## config.mk

```make
export PLATFORM = sky130hd
export DESIGN_NAME = lrtd_cell
export DESIGN_NICKNAME = d
export VERILOG_FILES = /design/src/rtl/lrtd_pkg.sv /design/src/rtl/lrtd_cell.sv
export SDC_FILE = /design/constraint.sdc
export NUM_CORES = 1
export LEC_CHECK = 0
export BUFFER_PORTS_ARGS = -buffer_cell sky130_fd_sc_hd__buf_4
export CORE_MARGIN = 2
export CORE_UTILIZATION = 37
export DETAILED_ROUTE_END_ITERATION = 7
export PLACE_DENSITY = 0.87
export SETUP_SLACK_MARGIN = 0.2
export SLEW_MARGIN = 20
export SYNTH_ARGS = -nofsm -noshare
export SYNTH_HDL_FRONTEND = slang
export SYNTH_SLANG_ARGS = --single-unit
```

## constraint.sdc

```tcl
create_clock -name i_clk -period 1.2 [get_ports i_clk]
set_input_delay 0.06 -clock i_clk [delete_from_list [all_inputs] [get_ports i_clk]]
set_output_delay 0.06 -clock i_clk [all_outputs]
set_load 0.01 [all_outputs]
```

## src/rtl/lrtd_pkg.sv

```systemverilog
// Shared constants and entry type for the LRU region tag directory.
package lrtd_pkg;

    // Directory geometry.
    localparam int ENTRIES     = 1024;
    localparam int CHUNK_BYTES = 16384;

    // Fixed field widths of the ports.
    localparam int HASH_W     = 32;
    localparam int OFFSET_W   = 48;
    localparam int BYTES_W    = 15;
    localparam int SLOT_OUT_W = 10;

    // Derived widths and counts.
    localparam int SLOT_W      = (ENTRIES > 1) ? $clog2(ENTRIES) : 1;
    localparam int OCC_W       = $clog2(ENTRIES + 1);
    localparam int CHUNK_SHIFT = $clog2(CHUNK_BYTES);
    localparam int CHUNK_W     = OFFSET_W - CHUNK_SHIFT;

    // Cells are grouped for the priority search.
    localparam int GROUP_SIZE = 32;
    localparam int GS_LOG     = $clog2(GROUP_SIZE);
    localparam int NUM_GROUPS = (ENTRIES + GROUP_SIZE - 1) / GROUP_SIZE;
    localparam int GRP_LOG    = $clog2(NUM_GROUPS);
    localparam int NUM_CELLS  = NUM_GROUPS * GROUP_SIZE;

    // One directory entry as held by a cell.
    typedef struct packed {
        logic [SLOT_W-1:0]  slot;
        logic [HASH_W-1:0]  hash;
        logic [CHUNK_W-1:0] chunk;
        logic [BYTES_W-1:0] bytes;
    } t_entry;

endpackage

```

## src/rtl/lrtd_cell.sv

```systemverilog
// One recency position of the directory: holds an entry and compares it to the key.
module lrtd_cell (
    input  logic                        i_clk,
    input  logic                        i_live,
    input  logic [lrtd_pkg::HASH_W-1:0] i_key_hash,
    input  logic [lrtd_pkg::CHUNK_W-1:0] i_key_chunk,
    input  logic                        i_cmp_en,
    input  logic                        i_shift,
    input  lrtd_pkg::t_entry            i_prev,
    output lrtd_pkg::t_entry            o_entry,
    output logic                        o_match
);

    lrtd_pkg::t_entry r_entry;
    logic             r_match;

    always_ff @(posedge i_clk) begin
        if (i_shift) begin
            r_entry <= i_prev;
        end
        if (i_cmp_en) begin
            r_match <= i_live && (r_entry.hash == i_key_hash) && (r_entry.chunk == i_key_chunk);
        end
    end

    assign o_entry = r_entry;
    assign o_match = r_match;

endmodule

```

==> results_dict.tcl, run 1 <==
set metrics [dict create \
    post-route-period-util_pct 137 \
    crit_chain "xnor2_1, nand3_1, nor3_2, buf_4, nand4_1, nor4_2" \
    p_sw_uw 2180 \
    gr-total-overflow 0 \
    hp-class "in -> reg" \
    seq_area_frac_synth_pct 77.9 \
    via_count 3524 \
    synth_area_leaders "edfxtp_1 78%, xnor2_1 8.6%, xor2_1 3.2%, nand4_1 1.9%, inv_1 1.8%" \
    status "complete, but fails checks" \
    cts-root-buf "clkbuf_8" \
    critPathRequiredTime_ns 1.38 \
    syn_nets 362 \
    hpwl_mm 9.04 \
    drcViolationCount 0 \
    p_int_uw 5990 \
    first_pass_iters 4 \
    synth_compound_area_share_pct 3.77 \
    viasPerCell 4.70 \
    final_nets 777 \
    synth-seq-cells 92 \
    ant_nets 0 \
    yosysWarningCount 0 \
    portBuffers 252 \
    arrival_ns 1.83 \
    synth_area_um2 3550 \
    routabilityCongestion 0.864 \
    die_h_um 102 \
    netlist.area_leader.share_pct 77.9 \
    violations "negative setup slack" \
    end_kind "flop" \
    die_w_um 102 \
    start_util_pct 38.2 \
    combPwrFrac_pct 25.4 \
    grt_start_max_net_pins 34 \
    final_cell_area_um2 7690 \
    synth-xor-area-share_pct 11.8 \
    clk_pin_slew_ns 0.12 \
    ios 253 \
    p_per_area_nw_per_um2 1060 \
    nFillCells 461 \
    clk_latency_ns 0.36 \
    hold_violations 0 \
    total_power_uw 8170 \
    max_cap_viol_count 0 \
    crit_family "simple AND/OR/NAND/NOR gates" \
    ys_types 17 \
    pwr-share-seq_pct 49.4 \
    final_util_pct 82.9 \
    grt_pass1_wl_mm 20.7 \
    synthAdderAreaFrac_pct 0 \
    slowest_delay_ns 0.44 \
    ctsHtreeMaxLevel 3 \
    final_layout_size_suffix_gt1_share_pct 54.3 \
    synthMuxAreaShare_pct 0 \
    cpMaxStageDelayCell "edfxtp_1" \
    netlist.top_cell.by_area "edfxtp_1" \
    whs_ns 0.0740 \
    grt_use_total_pct 27.3 \
    setup_ws_ns -0.447 \
    core_um2 9280 \
    power_frac_clock_pct 25.2 \
    peakVddDrop_mv 0.944 \
    grt_pass1_vias 4015 \
    avgRoutedWirePerCell_um 19.8 \
    drv_slew 0 \
    diodes 0 \
    relSlewSlack_pct 78.8 \
    cts.sinks 92 \
    num_rows 35 \
    fin_crit_ns 1.65 \
    syn_inst 201 \
    rsz0062_at_grt "yes" \
    area_growth_pct 117 \
    crit_type "reg -> reg" \
    dieArea_um2 10400 \
    drt_iter0_markers 113 \
    skew_ns 0.0212 \
    critPathBufInv 1 \
    start_kind "flop" \
    setup_viol 4 \
    leakagePower_uw 0.00333 \
    totalWireLength_mm 14.8 \
    tns_ns -0.538 \
    clockBufferDepth 2 \
    cts_buffers 9 \
    switching_share_pct 26.7 \
    path_max_fanout 2 \
    worst_pin_slew_ns 0.315 \
    synth_top_family_by_area "XOR/XNOR gates" \
    placed_cell_area_um2 6050 \
    max_freq_mhz 607 \
    syn_avg_cell_area_um2 17.7 \
    tritoncts "built" \
    yosys.area_share.simple_pct 4.62 \
    antenna_found_initial 0 \
]
registers in the layout, summed over array words and instances (netlist names):
name and flops:
o_entry 91, o_match 1
layer usage:
layer / up-vias / global-route usage (%) / part of all wire [%]
li1: 1593 / - / -
met5: - / 0 / 0
met2: 192 / 51.8 / 56
met4: 0 / 11.4 / 2.8
met3: 34 / 7.18 / 7.4
met1: 1705 / 28.4 / 33
cells in the final DEF (no fill, tap or decap), types with 4 or more instances in the layout:
cell type,n
xor2_1,13
inv_1,17
nand4_1,11
dlygate4sd3_1,92
nor4_2,5
xnor2_1,33
clkbuf_8,9
buf_6,123
edfxtp_1,92
o22ai_1,6
buf_4,186
o2bb2ai_1,4
a22oi_1,4
cell families after synthesis:
group / count (synthesis)
flops: 92
xor+xnor: 48
simple gates: 25
compound gates: 18
buf+inv: 18
final timing paths:
| kind | start | endpoint | slack, ns | depth (start not counted) |
|---|---|---|---|---|
| worst max register to register | o_entry[23] | o_match | -0.45 | 6 |
| worst min-delay path | i_shift | o_entry[73] | 0.07 | 1 |
| worst min register to register | o_entry[17] | o_match | 0.82 | 3 |
| worst max-delay path | o_entry[23] | o_match | -0.45 | 6 |
power by group through the flow:
stage          Sequential, µW  Combinational, µW  Clock [µW]
3_3_place_gp             4030               1470           0
6_report                 4030               2070        2060
5_1_grt                  4060               2170        2230
3_5_place_dp             4050               1510           0
2_1_floorplan            4150                247           0
4_1_cts                  4000               1920        2090
stage by stage:
step | cells | setup slack (ns)
global placement | 637 | -0.307
finish | 750 | -0.447
floorplan | 201 | -0.191
CTS | 747 | -0.439
detailed placement | 637 | -0.412
global route | 750 | -0.561
synthesized netlist by cell type:
library cell,count
o21ai_1,1
nor4_1,5
nand3_1,2
nor3_1,1
nor4_2,3
xnor2_1,35
o22ai_1,6
xor2_1,13
edfxtp_1,92
nand4_1,11
inv_1,17
inv_2,1
a221oi_1,1
a22o_1,2
a22oi_1,4
nor2_1,3
o2bb2ai_1,4
final cells by class:
cell class	count	area [µm²]	share of cell area, %
timing repair buffer	404	3760	48.9
sequential	92	2760	35.9
multi-input combinational	91	751	9.76
tap	129	161	2.10
clock buffer	9	124	1.61
inverter	18	67.6	0.878
clock inverter	7	66.3	0.862
repair_timing:
action                     4_1_cts  5_1_grt
resized for setup               79       49
hold endpoints to repair        92        0
buffers inserted                 2        3
setup endpoints to repair       66       84
hold buffers                    92        0
pin swaps                        1        1
Note: power is estimated with default switching activity, not from simulation.
==> run 2, diff against run 1 <==
- CORE_AREA: unset -> 2 2 99 101
- CORE_MARGIN: 2 -> unset
- CORE_UTILIZATION: 37 -> unset
- DIE_AREA: unset -> 0 0 101 103
- PLACE_DENSITY: 0.87 -> 0.86
- clock period: 1.2 -> 2.02 ns (I/O delays scaled with it)
==> results_dict.tcl, run 2 (synthesis results as in run 1) <==
set metrics [dict create \
    status "completed" \
    leakagePower_uw 0.00288 \
    post-route-period-util_pct 81.4 \
    end_kind "flop" \
    critPathRequiredTime_ns 2.20 \
    viasPerCell 4.69 \
    p_int_uw 3420 \
    final_layout_size_suffix_gt1_share_pct 48.3 \
    gr-total-overflow 0 \
    skew_ns 0.0105 \
    power_frac_clock_pct 26.7 \
    rsz0062_at_grt "no" \
    final_common_cell "buf_4" \
    ant_nets 0 \
    final_util_pct 71.0 \
    core_um2 9460 \
    crit_family "simple AND/OR/NAND/NOR gates" \
    start_kind "flop" \
    p_per_area_nw_per_um2 671 \
    cpMaxStageDelayCell "nor4_1" \
    final_nets 719 \
    ios 253 \
    crit_chain "xnor2_1, nand4_1, nor4_1, nand4_1, nor4_2" \
    path_max_fanout 2 \
    tns_ns 0 \
    num_rows 36 \
    diodes 0 \
    whs_ns 0.107 \
    grt_use_total_pct 22.9 \
    routabilityCongestion 0.876 \
    stdcell_count 677 \
    via_count 3173 \
    pwr-share-seq_pct 52.5 \
    clockBufferDepth 2 \
    arrival_ns 1.83 \
    avgRoutedWirePerCell_um 18.2 \
    grt_pass1_vias 3496 \
    crit_type "reg -> reg" \
    portBuffers 252 \
    cts-root-buf "clkbuf_8" \
    multiInputGateArea_um2 718 \
    drt_iter0_markers 91 \
    clk_pin_slew_ns 0.09 \
    register_area_um2 2760 \
    start_util_pct 37.5 \
    grt_start_max_net_pins 59 \
    max_cap_viol_count 0 \
    hold_violations 0 \
    grt_pass1_wl_mm 17.5 \
    drv_slew 0 \
    switching_share_pct 24.1 \
    placed_cell_area_um2 5610 \
    largest_register_ffs 91 \
    die_w_um 101 \
    hp-class "in -> reg" \
    cts_setup_buffers 0 \
    combPwrFrac_pct 20.8 \
    tritoncts "built" \
    nFillCells 601 \
    cpMostUsedCell "nand4_1" \
    dp_cells 569 \
    max_freq_mhz 608 \
    drcViolationCount 0 \
    die_h_um 103 \
    totalWireLength_mm 12.3 \
    p_sw_uw 1080 \
    critPathBufInv 0 \
    worst_pin_slew_ns 0.390 \
    cts_buffers 9 \
    final_cell_area_um2 6720 \
    relSlewSlack_pct 73.7 \
    ctsHtreeMaxLevel 3 \
    hpwl_mm 8.10 \
    area_growth_pct 89.2 \
    setup_viol 0 \
    cts.sinks 92 \
    fin_crit_ns 1.64 \
    antenna_found_initial 0 \
    peakVddDrop_mv 0.561 \
    clk_latency_ns 0.36 \
    dieArea_um2 10400 \
    slowest_delay_ns 0.43 \
    first_pass_iters 4 \
    final_cell_mix "253 x buf_4, 92 x dlygate4sd3_1, 92 x edfxtp_1" \
]
==> run 2: cell types whose count changed in the layout (fill, tap and decap cells not counted), moves of 3 or more <==
cell,delta
buf_4,+67
buf_6,-123
clkinv_2,+3
inv_8,-3
==> run 2: what timing repair did <==
action / 4_1_cts / 5_1_grt
hold buffers: 92 / 0
hold endpoints to repair: 92 / 0
gates resized for setup: 0 / 0
==> run 2: path summary, 6_finish.rpt <==
check,startpoint,endpoint,slack (ns),depth (start not counted)
worst min register to register,o_entry[17],o_match,0.80,3
worst max register to register,o_entry[42],o_match,0.38,5
worst min-delay path,i_shift,o_entry[76],0.11,1
worst max-delay path,o_entry[42],o_match,0.38,5
==> run 2: stage by stage <==
stage	setup WS [ns]	total power [µW]
floorplan	0.629	2610
global placement	0.393	3150
detailed placement	0.321	3180
CTS	0.285	4510
global route	0.216	4670
finish	0.376	4500
==> run 2: power groups by stage <==
stage	Clock, µW	Sequential [µW]	Combinational (µW)
global route	1300	2380	991
detailed placement	0	2400	774
floorplan	0	2470	147
finish	1200	2370	935
global placement	0	2390	761
CTS	1230	2360	921
==> run 2: final cells by class <==
type	count	share of cell area, %
Timing Repair Buffer	346	42.3
Sequential cell	92	41.1
Multi-Input combinational cell	91	10.7
Tap cell	114	2.12
Clock buffer	11	1.96
Inverter	18	1.01
Clock inverter	5	0.783
==> run 2: layer usage <==
layer  global-route usage (%)  share of wire [%]  vias to the layer above
met5                        0                  0                        -
met2                     43.0                 55                      174
met1                     24.2                 35                     1495
met3                     5.22                7.0                       32
met4                     11.5                3.1                        0
li1                         -                  -                     1472
==> run 3, diff against run 2 <==
- ABC_AREA: unset -> 1
- CORE_AREA: 2 2 99 101 -> unset
- CORE_MARGIN: unset -> 2
- CORE_UTILIZATION: unset -> 38
- DIE_AREA: 0 0 101 103 -> unset
- clock period: 2.02 -> 1.4 ns (I/O delays scaled with it)
==> results_dict.tcl, run 3 <==
set metrics [dict create \
    cpMostUsedCell "nor2_1" \
    hpwl_mm 9.57 \
    synth-seq-cells 92 \
    clk_latency_ns 0.35 \
    status "complete, but fails checks" \
    antenna_found_initial 0 \
    reg2reg_from "o_entry[51]" \
    worst_pin_slew_ns 0.347 \
    final_layout_size_suffix_gt1_share_pct 39.2 \
    netlist.area_leader.share_pct 71.0 \
    final_cell_mix "264 x buf_4, 113 x nand2_1, 92 x dlygate4sd3_1, 92 x edfxtp_1, 67 x inv_1" \
    tns_ns -0.00384 \
    clk_pin_slew_ns 0.09 \
    post-route-period-util_pct 100 \
    p_per_area_nw_per_um2 919 \
    diodes 0 \
    ant_nets 0 \
    max_cap_viol_count 0 \
    final_nets 893 \
    grt_pass1_wl_mm 22.1 \
    synth_area_leaders "edfxtp_1 71%, nand2_1 11%, inv_1 6.5%, nor2_1 3.8%, xnor2_1 2.0%" \
    area_growth_pct 85.6 \
    routabilityCongestion 0.835 \
    r2r_slack_ns -0.004 \
    worstHoldStart "i_shift" \
    netlist.top_cell.by_area "edfxtp_1" \
    totalWireLength_mm 14.4 \
    path_max_fanout 2 \
    syn_inst 361 \
    syn_avg_cell_area_um2 10.8 \
    final_common_cell "buf_4" \
    clockBufferDepth 2 \
    gr-total-overflow 0 \
    setup_viol 1 \
    tritoncts "built" \
    synth_most_common_cell "nand2_1" \
    die_h_um 105 \
    viasPerCell 4.57 \
    dieArea_um2 11100 \
    cts-root-buf "clkbuf_8" \
    hold_violations 0 \
    cpMaxStageDelayCell "edfxtp_1" \
    skew_ns 0.0131 \
    r2r-end "o_match" \
    start_kind "flop" \
    setup_ws_ns -0.00384 \
    worstHoldEndpoint "o_entry[56]" \
    ctsHtreeMaxLevel 3 \
    cts_buffers 9 \
    leakagePower_uw 0.00347 \
    relSlewSlack_pct 76.9 \
    drcViolationCount 0 \
    ios 253 \
    grt_use_total_pct 26.0 \
    max_freq_mhz 712 \
    crit_type "reg -> reg" \
    grt_pass1_vias 4355 \
    syn_nets 522 \
    num_rows 36 \
    final_cell_area_um2 7230 \
    portBuffers 252 \
    ys_types 14 \
    critPathRequiredTime_ns 1.61 \
    async_flop_share_pct 0 \
    core_um2 9860 \
    ff2ff_path_depth 7 \
    grt_start_max_net_pins 28 \
    cts.sinks 92 \
    fin_crit_ns 1.40 \
    whs_path_depth 1 \
    placed_cell_area_um2 6040 \
    hp-class "in -> reg" \
    first_pass_iters 5 \
    rsz0062_at_grt "yes" \
    via_count 3974 \
    synth_area_um2 3890 \
    start_util_pct 39.5 \
    synth_edf_count 92 \
    stdcell_count 870 \
    seq_area_frac_synth_pct 71.0 \
    synthTopCellsByCount "115 x nand2_1, 92 x edfxtp_1, 67 x inv_1" \
    violations "negative setup slack" \
    ys.flop_type "edfxtp_1" \
    die_w_um 105 \
    drt_iter0_markers 273 \
    crit_chain "inv_1, o22ai_1, nor2_1, nand2_1, nor2_1, nand3_1, nor2_2" \
    drv_slew 0 \
    dp_cells 754 \
    slowest_delay_ns 0.42 \
    yosysWarningCount 0 \
    arrival_ns 1.62 \
    largest_register_ffs 91 \
    end_kind "flop" \
    peakVddDrop_mv 0.638 \
    avgRoutedWirePerCell_um 16.6 \
]
==> run 3: changes by cell type after synthesis, sizes merged, moves of 2 or more <==
cell,change
nor4,-8
xor2,-7
nand4,-11
nor2,+37
nand2,+115
o21ai,+18
a22oi,-4
xnor2,-26
a22o,-2
o2bb2ai,-4
inv,+52
==> run 3: cells by family (layout without fill, tap and decap cells) <==
logic type	after synthesis	in the layout	synth area share (%)
and+or+nand+nor	158	158	15.4
DFF	92	92	71.0
buffers and inverters	70	446	6.75
AOI/OAI and AO/OA	26	26	3.53
xor gates and xnor gates	15	15	3.37
==> run 3: routing by layer <==
| layer | track usage (%) | up-vias | wire (µm) |
|---|---|---|---|
| met5 | 0 | - | 0 |
| met4 | 8.00 | 0 | 284 |
| met3 | 7.30 | 24 | 1040 |
| met2 | 48.8 | 202 | 7950 |
| met1 | 28.2 | 1859 | 5130 |
| li1 | - | 1889 | - |
==> run 3: worst max-delay path by stage <==
| stage | startpoint | end | slack (ns) | depth (start not counted) |
|---|---|---|---|---|
| 2_1_floorplan | o_entry[19] | o_match | 0.22 | 9 |
| 3_3_place_gp | o_entry[52] | o_match | -0.09 | 9 |
| 3_5_place_dp | o_entry[52] | o_match | -0.05 | 9 |
| 4_1_cts | o_entry[53] | o_match | 0.05 | 10 |
| 5_1_grt | o_entry[53] | o_match | -0.15 | 11 |
| 6_report | o_entry[51] | o_match | -0.004 | 7 |
==> run 3: metrics by stage <==
step | total power [µW] | utilization, % | hold slack, ns | setup slack [ns]
6_report | 6640 | 73.3 | 0.151 | -0.00384
5_1_grt | 6920 | 73.3 | 0.133 | -0.152
4_1_cts | 6610 | 73.1 | 0.127 | 0.0480
3_5_place_dp | 4670 | 61.2 | 0.249 | -0.0534
3_3_place_gp | 4630 | 61.2 | 0.248 | -0.0935
2_1_floorplan | 3810 | - | 0.169 | 0.225
==> run 3: cell type report <==
type	count	area (µm²)
timing repair buffer	360	2970
sequential	92	2760
fill	612	2640
multi-input combinational	199	886
inverter	70	263
tap	133	166
clock buffer	11	131
clock inverter	5	52.6
==> run 3: critical path, delay by kind of cell (launching register included) <==
| kind | cells | cell delay, ns |
|---|---|---|
| AO/OA/AOI/OAI | 1 | 0.09 |
| AND/OR/NAND/NOR | 5 | 0.64 |
| buffers and inverters | 1 | 0.11 |
| flip-flops | 1 | 0.42 |
==> run 3: report_power, final <==
group,switching [µW],total [µW],internal (µW)
Combinational,621,1490,870
Sequential,136,3410,3280
Clock,920,1740,817
Total,1680,6640,4960
==> run 3: timing repair <==
| item | CTS | global route |
|---|---|---|
| hold buffers | 92 | 0 |
| buffers inserted | 7 | 1 |
| gates cloned | 0 | 0 |
| endpoints found under the hold margin | 92 | 0 |
| endpoints found under the setup margin | 1 | 2 |
| gates resized for setup | 7 | 2 |
| pin swaps | 8 | 3 |
